<file path="src/rtl/dss_pkg.sv">
`timescale 1ns / 1ps
// ----------------------------------------------------------------------------
// dss_pkg
// Shared types and constants for the two-stack shared array core.
// ----------------------------------------------------------------------------
package dss_pkg;

	localparam int DEPTH  = 32;
	localparam int ADDR_W = $clog2(DEPTH);
	localparam int CNT_W  = $clog2(DEPTH + 1);
	localparam int WORD_W = 32;

	// operation codes
	localparam logic [1:0] OP_PUSH    = 2'd0;
	localparam logic [1:0] OP_POP     = 2'd1;
	localparam logic [1:0] OP_DUMP_HI = 2'd2;
	localparam logic [1:0] OP_DUMP_LO = 2'd3;

	// result status codes
	localparam logic [1:0] ST_OK    = 2'd0;
	localparam logic [1:0] ST_FULL  = 2'd1;
	localparam logic [1:0] ST_EMPTY = 2'd2;
	localparam logic [1:0] ST_ELEM  = 2'd3;

	typedef struct packed {
		logic [1:0]               operation;
		logic                     which_stack;
		logic signed [WORD_W-1:0] push_value;
	} req_t;

	typedef struct packed {
		logic [1:0]               status;
		logic signed [WORD_W-1:0] element;
		logic                     dumped_stack;
		logic                     last;
	} rsp_t;

endpackage

</file>
<file path="src/rtl/dual_stack_shared_array_core.sv">
`timescale 1ns / 1ps
// ----------------------------------------------------------------------------
// dual_stack_shared_array_core
// Two stacks sharing one word store, with push, pop and dump operations.
// ----------------------------------------------------------------------------
// Two stacks live in one store of DEPTH 32-bit words: stack one grows up from
// entry 0, stack two grows down from entry DEPTH-1. A push returns full once
// both stacks together hold DEPTH entries; a pop of an empty stack returns
// empty. A dump streams every element of the larger (op 2, tie goes to stack
// two) or smaller (op 3, tie goes to stack one) stack, last flagged on the
// final beat; stack one streams top to bottom, stack two from its top toward
// the end of the store. Push and pop each produce one beat.
// A dump reads one word a cycle, while the output register is free, from
// the single read port of the store, whose read data is registered. Input is
// held off until the final beat of the dump is in the output register, and
// only then is the next item taken.
// A result beat stalled at the output holds off the next item until it
// is taken. The store has no reset; only written entries are ever read.
module dual_stack_shared_array_core (
	input  logic          clk,
	input  logic          arst_n,
	input  logic          req_valid,
	output logic          req_ready,
	input  dss_pkg::req_t req,
	output logic          rsp_valid,
	input  logic          rsp_ready,
	output dss_pkg::rsp_t rsp
);
	import dss_pkg::*;

	typedef enum logic [1:0] {
		S_IDLE = 2'b01,
		S_DUMP = 2'b10
	} state_t;

	state_t state_q;

	// stack occupancy
	logic [CNT_W-1:0] lower_q;
	logic [CNT_W-1:0] upper_q;

	// shared word store, synchronous read
	logic signed [WORD_W-1:0] mem [DEPTH];
	logic signed [WORD_W-1:0] rd_data_q;
	logic                     rd_en;
	logic                     wr_en;
	logic [ADDR_W-1:0]        wr_addr;

	// dump walker
	logic [ADDR_W-1:0] addr_q;     // next entry to read
	logic [CNT_W-1:0]  rem_q;      // reads still to issue
	logic              dstk_q;     // stack being dumped
	logic              rv_q;       // read data waiting to be sent
	logic              rd_last_q;  // waiting word is the final one

	// output register
	logic rsp_valid_q;
	rsp_t rsp_q;
	logic out_free;

	logic  accept;
	logic  full;
	logic  dump_sel;
	logic [CNT_W-1:0] dump_n;
	logic [CNT_W:0]   occ_sum;
	logic  load_idle;
	logic  load_dump;
	rsp_t  idle_rsp;

	assign out_free  = !rsp_valid_q || rsp_ready;
	assign req_ready = (state_q == S_IDLE) && out_free;
	assign accept    = req_valid && req_ready;
	assign rsp_valid = rsp_valid_q;
	assign rsp       = rsp_q;

	assign occ_sum = {1'b0, lower_q} + {1'b0, upper_q};
	assign full    = occ_sum >= (CNT_W+1)'(DEPTH);

	// stack picked by a dump: larger for op 2 (tie to stack two),
	// smaller for op 3 (tie to stack one)
	always_comb begin
		if (req.operation == OP_DUMP_HI) begin
			dump_sel = !(lower_q > upper_q);
		end else begin
			dump_sel = (lower_q > upper_q);
		end
		dump_n = dump_sel ? upper_q : lower_q;
	end

	// single-beat result of an item handled in idle
	always_comb begin
		idle_rsp              = '0;
		idle_rsp.last         = 1'b1;
		wr_en                 = 1'b0;
		wr_addr               = lower_q[ADDR_W-1:0];
		case (req.operation)
			OP_PUSH: begin
				if (full) begin
					idle_rsp.status = ST_FULL;
				end else begin
					idle_rsp.status = ST_OK;
					wr_en           = accept;
					// stack two writes the entry just below its current top
					wr_addr = req.which_stack ?
						ADDR_W'(CNT_W'(DEPTH) - upper_q - CNT_W'(1)) :
						lower_q[ADDR_W-1:0];
				end
			end
			OP_POP: begin
				if (req.which_stack ? (upper_q == '0) : (lower_q == '0)) begin
					idle_rsp.status = ST_EMPTY;
				end else begin
					idle_rsp.status = ST_OK;
				end
			end
			default: begin
				// only an empty dump is answered here
				idle_rsp.status       = ST_EMPTY;
				idle_rsp.dumped_stack = dump_sel;
			end
		endcase
	end

	// a dump with elements streams from the store instead
	assign load_idle = accept &&
		!((req.operation inside {OP_DUMP_HI, OP_DUMP_LO}) && dump_n != '0);
	assign load_dump = (state_q == S_DUMP) && rv_q && out_free;
	assign rd_en     = (state_q == S_DUMP) && (rem_q != '0) && (!rv_q || out_free);

	// store: one write port for pushes, one read port for dumps
	always_ff @(posedge clk) begin
		if (wr_en) begin
			mem[wr_addr] <= req.push_value;
		end
		if (rd_en) begin
			rd_data_q <= mem[addr_q];
		end
	end

	// control state
	always_ff @(posedge clk or negedge arst_n) begin
		if (!arst_n) begin
			state_q   <= S_IDLE;
			lower_q   <= '0;
			upper_q   <= '0;
			rem_q     <= '0;
			rv_q      <= 1'b0;
			rsp_valid_q <= 1'b0;
		end else begin
			if (load_idle || load_dump) begin
				rsp_valid_q <= 1'b1;
			end else if (rsp_ready) begin
				rsp_valid_q <= 1'b0;
			end

			if (rd_en) begin
				rv_q <= 1'b1;
			end else if (load_dump) begin
				rv_q <= 1'b0;
			end

			case (state_q)
				S_IDLE: begin
					if (accept) begin
						case (req.operation)
							OP_PUSH: begin
								if (!full) begin
									if (req.which_stack) begin
										upper_q <= upper_q + CNT_W'(1);
									end else begin
										lower_q <= lower_q + CNT_W'(1);
									end
								end
							end
							OP_POP: begin
								if (req.which_stack && upper_q != '0) begin
									upper_q <= upper_q - CNT_W'(1);
								end else if (!req.which_stack && lower_q != '0) begin
									lower_q <= lower_q - CNT_W'(1);
								end
							end
							default: begin
								if (dump_n != '0) begin
									rem_q   <= dump_n;
									state_q <= S_DUMP;
								end
							end
						endcase
					end
				end
				S_DUMP: begin
					if (rd_en) begin
						rem_q <= rem_q - CNT_W'(1);
					end
					// back to idle once the final element is in the output register
					if (load_dump && rd_last_q) begin
						state_q <= S_IDLE;
					end
				end
				default: begin
					state_q <= S_IDLE;
				end
			endcase
		end
	end

	// dump walker payload
	always_ff @(posedge clk) begin
		if (accept) begin
			dstk_q <= dump_sel;
			// stack one starts at its top, stack two at its top entry
			addr_q <= dump_sel ? ADDR_W'(CNT_W'(DEPTH) - upper_q) :
				ADDR_W'(lower_q - CNT_W'(1));
		end else if (rd_en) begin
			addr_q <= dstk_q ? addr_q + ADDR_W'(1) : addr_q - ADDR_W'(1);
		end
		if (rd_en) begin
			rd_last_q <= (rem_q == CNT_W'(1));
		end
	end

	// output beat register
	always_ff @(posedge clk) begin
		if (load_idle) begin
			rsp_q <= idle_rsp;
		end else if (load_dump) begin
			rsp_q.status       <= ST_ELEM;
			rsp_q.element      <= rd_data_q;
			rsp_q.dumped_stack <= dstk_q;
			rsp_q.last         <= rd_last_q;
		end
	end

endmodule

</file>
<file path="config.mk">
export PLATFORM = sky130hd
export DESIGN_NAME = dual_stack_shared_array_core
export DESIGN_NICKNAME = d
export VERILOG_FILES = /design/src/rtl/dss_pkg.sv /design/src/rtl/dual_stack_shared_array_core.sv
export SDC_FILE = /design/constraint.sdc
export NUM_CORES = 1
export LEC_CHECK = 0
export ABC_AREA = 1
export ABC_CLOCK_PERIOD_IN_PS = 5650
export BUFFER_PORTS_ARGS = -buffer_cell sky130_fd_sc_hd__buf_2
export CORE_UTILIZATION = 45
export CTS_CLUSTER_SIZE = 10
export DETAILED_ROUTE_END_ITERATION = 6
export PLACE_DENSITY = 0.7
export SETUP_SLACK_MARGIN = 0.3
export SLEW_MARGIN = 25
export SYNTH_ARGS = -nofsm -noshare
export SYNTH_HDL_FRONTEND = slang
export SYNTH_SLANG_ARGS = --single-unit
</file>
<file path="constraint.sdc">
create_clock -name clk -period 5.65 [get_ports clk]
set_clock_uncertainty 0.2 [all_clocks]
set_input_delay 0.2825 -clock clk [delete_from_list [all_inputs] [get_ports clk]]
set_output_delay 0.2825 -clock clk [all_outputs]
set_load 0.03 [all_outputs]
</file>
==> After elaboration in Yosys (flattened, before gate mapping) <==
Memories as Yosys holds them, arrays and structs flattened. A register that Yosys moved wholly into a read port is not among the register bits.
Cells that the tools add are included.
{ "word_totals": {"out_inout_bits": 38, "inputBits": 39, "n_memories": 1, "reg_bits": 65, "ram_bits": 1024, "word_cells": 124} }
{ "classes": {"mux": 43, "reduce_logical": 38, "order_cmp": 2, "addsub": 10, "eq_ne": 17} }
{ "mem_list": {"columns": ["memory", "words", "word_bits", "rd", "rd_ports_with_merged_regs", "write_ports", "line", "rtl"], "rows": [
  ["mem", 32, 32, 1, 1, 1, "dual_stack_shared_array_core.sv:43", "logic signed [WORD_W-1:0] mem [DEPTH];"]
]} }
{ "ops": {"columns": ["operator", "n"], "rows": [
  ["$mux W36", 2],
  ["$mux W6", 12],
  ["$pmux W6 S2", 3],
  ["$mux W5", 7],
  ["$reduce_bool A6 Y1", 4],
  ["$ne A2 B2 Y1 const B", 9],
  ["$sub A6 B1 Y6 const B", 3],
  ["$reduce_bool A2 Y1", 7],
  ["$add A6 B1 Y6 const B", 2],
  ["$logic_not A6 Y1", 2],
  ["$mux W1", 12],
  ["$logic_and A1 B1 Y1", 11],
  ["$mux W2", 5],
  ["$sub A5 B1 Y5 const B", 2],
  ["$pmux W2 S2", 2],
  ["$add A6 B6 Y7", 1],
  ["$ge A7 B6 Y1 const B", 1],
  ["$reduce_and A7 Y1", 1],
  ["$eq A2 B2 Y1 const B", 3],
  ["$eq A6 B1 Y1 const B", 1],
  ["$gt A6 B6 Y1", 1],
  ["$reduce_and A6 Y1", 1],
  ["$add A5 B1 Y5 const B", 1],
  ["$logic_not A1 Y1", 5],
  ["other kinds (8)", 12]
]} }

==> Longest topological paths before layout <==
Gate-level depths: netlist (run 1).
{ "logic_depth": {"word_depth": 10, "mapped_depth": 18, "ltp_nobuf": 18} }

==> Worst setup path after synthesis (run 1) <==
No wires, ideal clock.
{ "synth_path": {"kind": "register to register", "from": "register rsp_valid_q (netlist: rsp_valid)", "to": "register addr_q[0] (enable)", "period_less_slack_ps": 4856, "required_ps": 5119, "arrival_ps": 4325, "setup_slack_ps": 794, "stages_incl_launch_ff": 8, "setup_time_ps": 331, "path_buffers": 0, "path_cell_list": "dfrtp_1 > inv_1 > nor2_1 > inv_1 > nor2_1 > nor3_1 > clkinv_1 > nand2_1"} }
{ "synth_via": {"elab_chain_cells": 5, "word_cells_on_any_way": 7, "cone_classes": "reduce/logical (7)"} }
{ "synth_lines": {"columns": ["element", "line", "rtl"], "rows": [
  ["from (decl)", "dual_stack_shared_array_core.sv:57", "logic rsp_valid_q;"],
  ["from (signal assigned)", "dual_stack_shared_array_core.sv:148", "rsp_valid_q <= 1'b0;"],
  ["from (signal assigned)", "dual_stack_shared_array_core.sv:151", "rsp_valid_q <= 1'b1;"],
  ["from (signal assigned)", "dual_stack_shared_array_core.sv:153", "rsp_valid_q <= 1'b0;"],
  ["$logic_not A1 Y1", "dual_stack_shared_array_core.sv:70", "assign out_free = !rsp_valid_q || rsp_ready;"],
  ["$logic_or A1 B1 Y1", "dual_stack_shared_array_core.sv:70", null],
  ["$logic_or A1 B1 Y1", "dual_stack_shared_array_core.sv:128", "assign rd_en = (state_q == S_DUMP) && (rem_q != '0) && (!rv_q || out_free);"],
  ["$logic_and A1 B1 Y1", "dual_stack_shared_array_core.sv:128", null],
  ["net rd_en", "dual_stack_shared_array_core.sv:45", "logic rd_en;"],
  ["$reduce_bool A2 Y1 (no source line)", null, null],
  ["to (signal assigned)", "dual_stack_shared_array_core.sv:212", "addr_q <= dump_sel ? ADDR_W'(CNT_W'(DEPTH) - upper_q) :"],
  ["to (signal assigned)", "dual_stack_shared_array_core.sv:215", "addr_q <= dstk_q ? addr_q + ADDR_W'(1) : addr_q - ADDR_W'(1);"],
  ["to (decl)", "dual_stack_shared_array_core.sv:50", "logic [ADDR_W-1:0] addr_q;"]
]} }
The timed path passes the listed nets, and every way through them passes these cells.
A chain may end at the register's enable or synchronous reset.

==> Worst setup path after layout (run 1) <==
{ "layout_path": {"from": "register upper_q[0]", "to": "memory mem[13][18] (enable)"} }
{ "layout_via": {"elab_chain_cells": 6, "word_cells_on_any_way": 11, "cone_classes": "add/sub (3); order compare (1); mux (7)"} }
{ "layout_lines": {"columns": ["element", "line", "rtl"], "rows": [
  ["from (decl)", "dual_stack_shared_array_core.sv:40", "logic [CNT_W-1:0] upper_q;"],
  ["from (signal assigned)", "dual_stack_shared_array_core.sv:169", "upper_q <= upper_q + CNT_W'(1);"],
  ["from (signal assigned)", "dual_stack_shared_array_core.sv:177", "upper_q <= upper_q - CNT_W'(1);"],
  ["$add A6 B6 Y7", "dual_stack_shared_array_core.sv:76", "assign occ_sum = {1'b0, lower_q} + {1'b0, upper_q};"],
  ["$ge A7 B6 Y1", "dual_stack_shared_array_core.sv:77", "assign full = occ_sum >= (CNT_W+1)'(DEPTH);"],
  ["$mux W1", "dual_stack_shared_array_core.sv:98", "if (full) begin"],
  ["$mux W1", "dual_stack_shared_array_core.sv:96", "case (req.operation)"],
  ["$mux W1", "dual_stack_shared_array_core.sv:132", "if (wr_en) begin"],
  ["$mux W1 (implied by the code)", "dual_stack_shared_array_core.sv:133", "mem[wr_addr] <= req.push_value;"],
  ["to (decl)", "dual_stack_shared_array_core.sv:43", null]
]} }
Several ways; a longest one is shown, not always the timed one.

==> impl_metrics.yaml, run 1 <==
yosys:
  yosys_most_used_dff: "edfxtp_1"
  avgSynthCellArea_um2: 13.2
  async_reset_ff_frac: 0.0196
  synth_edf_count: 1066
  synth_nets: 3445
  ys_types: 44
  synth_seq_cells: 1121
  yosys_warnings: 0
  synth_cells: 3377
  seq_area_frac_synth: 0.745
  netlist_area_um2: 44600
cells_and_area:
  nFillCells: 7981
  multi_input_area_um2: 10500
  fin_nets: 3532
  seq_area_um2: 33200
  syn_to_final_growth_pct: 13.9
  final_layout_size_suffix_gt1_frac: 0.103
placed_design:
  place.gp.congestion: 0.898
  dp_hpwl_um: 72500
  port_buffers: 76
  dp_slack_ns: 1.21
timing:
  report.final.hold_viol_count: 2
  slew_violations: 0
  max_freq_ghz: 0.224
  setup_viol: 0
  slew_headroom: 0.314
  rsz0062_at_grt: "no"
  fin_tns_setup_ns: 0
  setup_slack_ns: 1.18
  tightest_slew_ns: 1.03
  finalCritPeriodShare: 0.791
  hold_slack_ns: -0.000736
  fin_crit_ns: 4.47
floorplan:
  die_height_um: 317
  die_x_um: 317
  core_um2: 98300
  io_pins: 77
  rows: 115
  die_area_um2: 100000
  start_util: 0.454
flow_run:
  drv_cap: 0
worst_setup_path:
  cp-end-kind: "flip-flop"
  critical_path_required_ns: 5.89
  r2r_cells: 12
  cp.arrival_ns: 4.71
  cp_max_fo: 21
  cp-startpoint: "upper_q[0]"
  crit_type: "flip-flop to flip-flop"
  cp-start-kind: "flip-flop"
  reg2reg_from: "upper_q[0]"
clocking:
  clkTransAtPathRegs_ns: 0.06
  ctsResizeCount: 0
  insertion_delay_ns: 0.74
  cts_buffer_depth: 3
  cts_max_level: 4
  hold_buffers: 36
  cts-root-buf: "clkbuf_16"
  cts_tree: "built"
  cts_sinks: 1121
  cts_made_buffers: 131
  postCtsSetupRepairBufs: 0
hold_path:
  holdCritStartpoint: "req[24]"
  holdCritPathClass: "primary input to flip-flop"
  whs_path_depth: 1
pwr:
  swShare: 0.383
  p_leak_uw: 0.0166
  cellPowerDensity_nw_per_um2: 515
  clkPwrFrac: 0.290
  vdd_drop_max_uv: 553
  netSwitchingPower_uw: 10000
  pwr-share-seq: 0.370
  pwr-share-comb: 0.340
  p_int_uw: 16200
global_routing:
  antenna_found_initial: 2
  grt_max_degree: 155
  grt_pass1_wl_um: 183000
  overflow: 0
  grtUsageTotal: 0.248
  grt_pass1_vias: 27900
routing:
  viasPerCell: 6.13
  dr_total_vias: 29400
  totalWireLength_um: 125000
  drtPass1Iterations: 6
  dr.first_iter.drc_count: 4017
  wl_per_cell_um: 25.9
  drtAntennaViolNets: 0
  drcViolationCount: 0
run_status:
  status: "finished, violations left"
  violations: "hold timing"
==> worst max-delay path: stages (launching register included) <==
cell     delay (ns)
dfrtp_1        0.49
ha_1           0.26
fa_1           0.38
nor3_1         0.15
a21oi_1        0.10
nor3_2         0.19
nand3_2        0.24
nand2_1        0.11
o21ai_1        0.15
nor2_1         0.16
nand2_1        0.49
nor2_4         0.93
buf_4          0.30
==> kinds of logic (layout without fill, tap and decap cells) <==
| logic type | after synthesis | in the layout | share of synthesized area |
|---|---|---|---|
| buffers and inverters | 294 | 428 | 0.0257 |
| adder cells (fa/ha/maj) | 29 | 29 | 0.00864 |
| AND/OR/NAND/NOR | 970 | 970 | 0.0870 |
| other | 0 | 1 | 0 |
| AO/OA/AOI/OAI | 944 | 944 | 0.130 |
| flip-flops | 1121 | 1121 | 0.745 |
| XOR/XNOR | 19 | 19 | 0.00390 |
==> area by class of cell <==
class / count / area share
inverters: 57 / 0.00456
multi-input cells: 1962 / 0.206
flip-flops and latches: 1121 / 0.654
well taps: 1287 / 0.0317
clock inverters: 12 / 0.00433
clock buffers: 168 / 0.0693
diodes: 1 / 0.0000492
repair buffers: 191 / 0.0299
==> per-layer routing <==
layer  share of wire  routed length [um]  track usage
met1            0.39               48500        0.341
met2            0.47               58700        0.391
met3           0.095               11800       0.0415
met4           0.044                5530        0.110
met5               0                   0            0
==> flip-flops by register name, indices dropped and copies added (netlist names) <==
name	flops
mem	1024
rsp	36
addr_q	5
rv_q	1
state_q	2
rsp_valid	1
rd_data_q	32
lower_q	6
rd_last_q	1
rem_q	6
upper_q	6
dstk_q	1
==> cell usage in the layout, fill, tap and decap left out, types with 21 or more instances in the layout <==
cell           count
inv_1             45
a21boi_1          27
ha_1              26
a31oi_1           35
nand3_1          118
buf_2             76
clkbuf_1          32
dfxtp_1           33
o22ai_1           52
nor2_4            32
nand2_1          191
buf_4             65
dlygate4sd3_1     35
o221ai_1         204
nor2_1           603
o21ai_0          569
edfxtp_1        1066
dfrtp_1           21
clkbuf_16        136
a32oi_1           27
==> metrics by stage <==
stage | instances | total power (uW) | instance area [um^2] | util | hold slack [ns]
finish | 4799 | 26200 | 50800 | 0.517 | -0.000736
global route | 4798 | 27200 | 50800 | 0.517 | 0.0183
CTS | 4797 | 26100 | 50800 | 0.517 | 0.00182
detailed placement | 4581 | 18500 | 46700 | 0.475 | 0.126
global placement | 4581 | 18400 | 46700 | 0.475 | 0.124
floorplan | 3377 | 15100 | 44600 | - | -0.213
==> worst paths after layout <==
path,endpoint,slack (ns)
setup / recovery,mem[13][18],1.18
hold / removal,mem[26][24],-0.0007
setup reg to reg,mem[13][18],1.18
hold reg to reg,rsp[0],0.31
max in group asynchronous,lower_q[3],4.64
min in group asynchronous,state_q[0],0.45
==> power groups by stage <==
| stage | Clock [uW] | Combinational (uW) | Sequential, uW |
|---|---|---|---|
| CTS | 7650 | 8760 | 9690 |
| global route | 7950 | 9500 | 9720 |
| floorplan | 0 | 5230 | 9880 |
| detailed placement | 0 | 8680 | 9860 |
| global placement | 0 | 8540 | 9850 |
| finish | 7600 | 8890 | 9700 |
==> synth_stat cells, types with 11 or more instances <==
master	number	area, um^2
edfxtp_1	1066	32000
nor2_1	635	2380
o21ai_0	569	2850
o221ai_1	204	1790
clkbuf_1	200	751
nand2_1	191	717
nand3_1	118	591
o22ai_1	52	325
inv_1	49	184
a31oi_1	35	219
dfxtp_1	33	661
a21boi_1	27	203
a32oi_1	27	236
ha_1	26	325
buf_2	23	115
dfrtp_1	21	526
xor2_1	15	131
a21oi_1	14	70.1
buf_1	11	41.3
No activity file was read; power rests on OpenSTA's default activity.
==> run 2, diff against run 1 <==
--- a/config.mk
+++ b/config.mk
@@ -6,12 +6,12 @@
 export NUM_CORES = 1
 export LEC_CHECK = 0
 export ABC_AREA = 1
-export ABC_CLOCK_PERIOD_IN_PS = 5650
+export ABC_CLOCK_PERIOD_IN_PS = 4050
 export BUFFER_PORTS_ARGS = -buffer_cell sky130_fd_sc_hd__buf_2
 export CORE_UTILIZATION = 45
 export CTS_CLUSTER_SIZE = 10
 export DETAILED_ROUTE_END_ITERATION = 6
-export PLACE_DENSITY = 0.7
+export PLACE_DENSITY = 0.73
 export SETUP_SLACK_MARGIN = 0.3
 export SLEW_MARGIN = 25
 export SYNTH_ARGS = -nofsm -noshare
==> constraint.sdc (replaced) <==
create_clock -name clk -period 4.05 [get_ports clk]
set_clock_uncertainty 0.2 [all_clocks]
set_input_delay 0.2025 -clock clk [delete_from_list [all_inputs] [get_ports clk]]
set_output_delay 0.2025 -clock clk [all_outputs]
set_load 0.03 [all_outputs]
==> run 2 against run 1 <==
The flow finishes with violations (DRC); global-route usage is 0.56 points lower; flip-flop and latch count stayed put; final area is 2.1% higher; utilization is 1.1 points higher; final cell count is 1.6% higher; total power is 42% higher; routed wire length is 1.9% lower; largest power group unchanged; highest routed layer is now met5.
==> impl_metrics.yaml, run 2 (synthesis results as in run 1) <==
run_status:
  status: "finished, violations left"
  violations: "DRC"
timing:
  slew_violations: 0
  tightest_slew_ns: 1.04
  finalCritPeriodShare: 0.883
  hold_slack_ns: 0.179
  max_freq_ghz: 0.280
  setup_viol: 0
  fin_crit_ns: 3.58
  setup_slack_ns: 0.473
  report.final.hold_viol_count: 0
  rsz0062_at_grt: "no"
  slew_headroom: 0.309
  fin_tns_setup_ns: 0
placed_design:
  port_buffers: 76
  dp_slack_ns: 0.257
  dp_hpwl_um: 72400
  dp_cells: 4650
  place.gp.congestion: 0.873
floorplan:
  die_x_um: 317
  rows: 115
  start_util: 0.454
  die_area_um2: 100000
  core_um2: 98300
  die_height_um: 317
  io_pins: 77
routing:
  drtAntennaViolNets: 0
  viasPerCell: 6.11
  totalWireLength_um: 122000
  dr.first_iter.drc_count: 4136
  drtPass1Iterations: 7
  wl_per_cell_um: 25.1
  dr_total_vias: 29800
  drcViolationCount: 1
clocking:
  cts_max_level: 4
  cts_made_buffers: 132
  clkTransAtPathRegs_ns: 0.06
  cts_buffer_depth: 3
  cts-root-buf: "clkbuf_16"
  insertion_delay_ns: 0.72
  cts_sinks: 1121
  postCtsSetupRepairBufs: 0
  cts_tree: "built"
pwr:
  pwr-share-comb: 0.351
  pwr-share-seq: 0.362
  swShare: 0.378
  cellPowerDensity_nw_per_um2: 717
  p_int_uw: 23100
  netSwitchingPower_uw: 14100
  p_leak_uw: 0.0171
  clkPwrFrac: 0.286
  vdd_drop_max_uv: 551
  total_power_uw: 37200
global_routing:
  grtUsageTotal: 0.243
  grt_pass1_vias: 28500
  antenna_found_initial: 6
  grt_pass1_wl_um: 181000
  overflow: 0
  grt_max_degree: 133
cells_and_area:
  largest_register: "mem"
  fin_cells: 4874
  final_layout_size_suffix_gt1_frac: 0.123
  fin_nets: 3608
  largest_reg_flops: 1024
  final_cell_mix: "edfxtp_1, nor2_1, o21ai_0"
  syn_to_final_growth_pct: 16.3
  layout_commonest_cell: "edfxtp_1"
flow_run:
  drv_cap: 0
worst_setup_path:
  crit_type: "flip-flop to flip-flop"
  cp-start-kind: "flip-flop"
  critical_path_required_ns: 4.21
  rrSetupSlack_ns: 0.47
  cp-end-kind: "flip-flop"
  cp_max_fo: 20
  cp.arrival_ns: 3.74
hold_path:
  holdCritPathClass: "primary input to flip-flop"
## run 2: changes by cell type in the layout (fill, tap and decap cells not counted), moves of 2 or more
cell / delta
clkinv_2: +2
buf_4: +36
buf_6: +3
o21ai_2: +4
inv_16: -4
dlygate4sd3_1: +7
clkbuf_1: -6
nand3_1: -3
clkinv_16: +2
o21ai_1: -4
buf_12: +29
nand3_2: +3
clkinv_1: +2
## run 2: final timing paths
| kind | depth (start not counted) | endpoint | from |
|---|---|---|---|
| worst max-delay path | 12 | mem[14][9] | upper_q[0] |
| worst min-delay path | 5 | rsp_valid | rsp_ready |
| worst max register to register | 12 | mem[14][9] | upper_q[0] |
| worst min register to register | 2 | rsp[0] | rsp[0] |
| max in group asynchronous | 4 | lower_q[1] | arst_n |
| min in group asynchronous | 4 | state_q[1] | arst_n |
## run 2: worst max-delay path, cell delays in order, from the launching register on
cell and delay [ns]:
dfrtp_1 0.48, ha_1 0.26, fa_1 0.37, nor3_1 0.14
a21oi_1 0.11, nor3_2 0.20, nand3_2 0.28, nand2_1 0.16
o21ai_2 0.14, inv_1 0.17, nand3_2 0.23, nor2_4 0.16
buf_4 0.32
## run 2: through the flow
step | utilization | area, um^2
after floorplan | - | 44600
after global placement | 0.484 | 47600
after detailed placement | 0.484 | 47600
after CTS | 0.527 | 51800
after global routing | 0.528 | 51900
final | 0.528 | 51900
## run 2: metal layers
layer,vias to the layer above,part of all wire,global-route usage
met5,-,0.00048,0
met1,14700,0.37,0.319
met2,1821,0.49,0.398
li1,13000,-,-
met4,8,0.041,0.106
met3,265,0.096,0.0402
## run 2: final cells by class
class | instances | area, um^2
tap | 1287 | 1610
antenna | 1 | 2.50
clock inverter | 17 | 273
multi-input combinational | 1962 | 10500
timing repair buffer | 266 | 2470
fill | 7783 | 46400
inverter | 57 | 231
clock buffer | 163 | 3530
sequential | 1121 | 33200
## run 2: power groups by stage
stage	logic (uW)	clock network, uW	registers (uW)
finish	13100	10600	13500
CTS	12800	10700	13500
floorplan	7300	0	13800
global route	13900	11200	13500
global placement	12500	0	13700
detailed placement	12700	0	13700
## run 2: what timing repair did
item                       in CTS  in global routing
resized for setup               2                  8
hold endpoints to repair     1097                  0
pin swaps                       0                  0
setup endpoints to repair     101                249
hold buffers                   43                  0
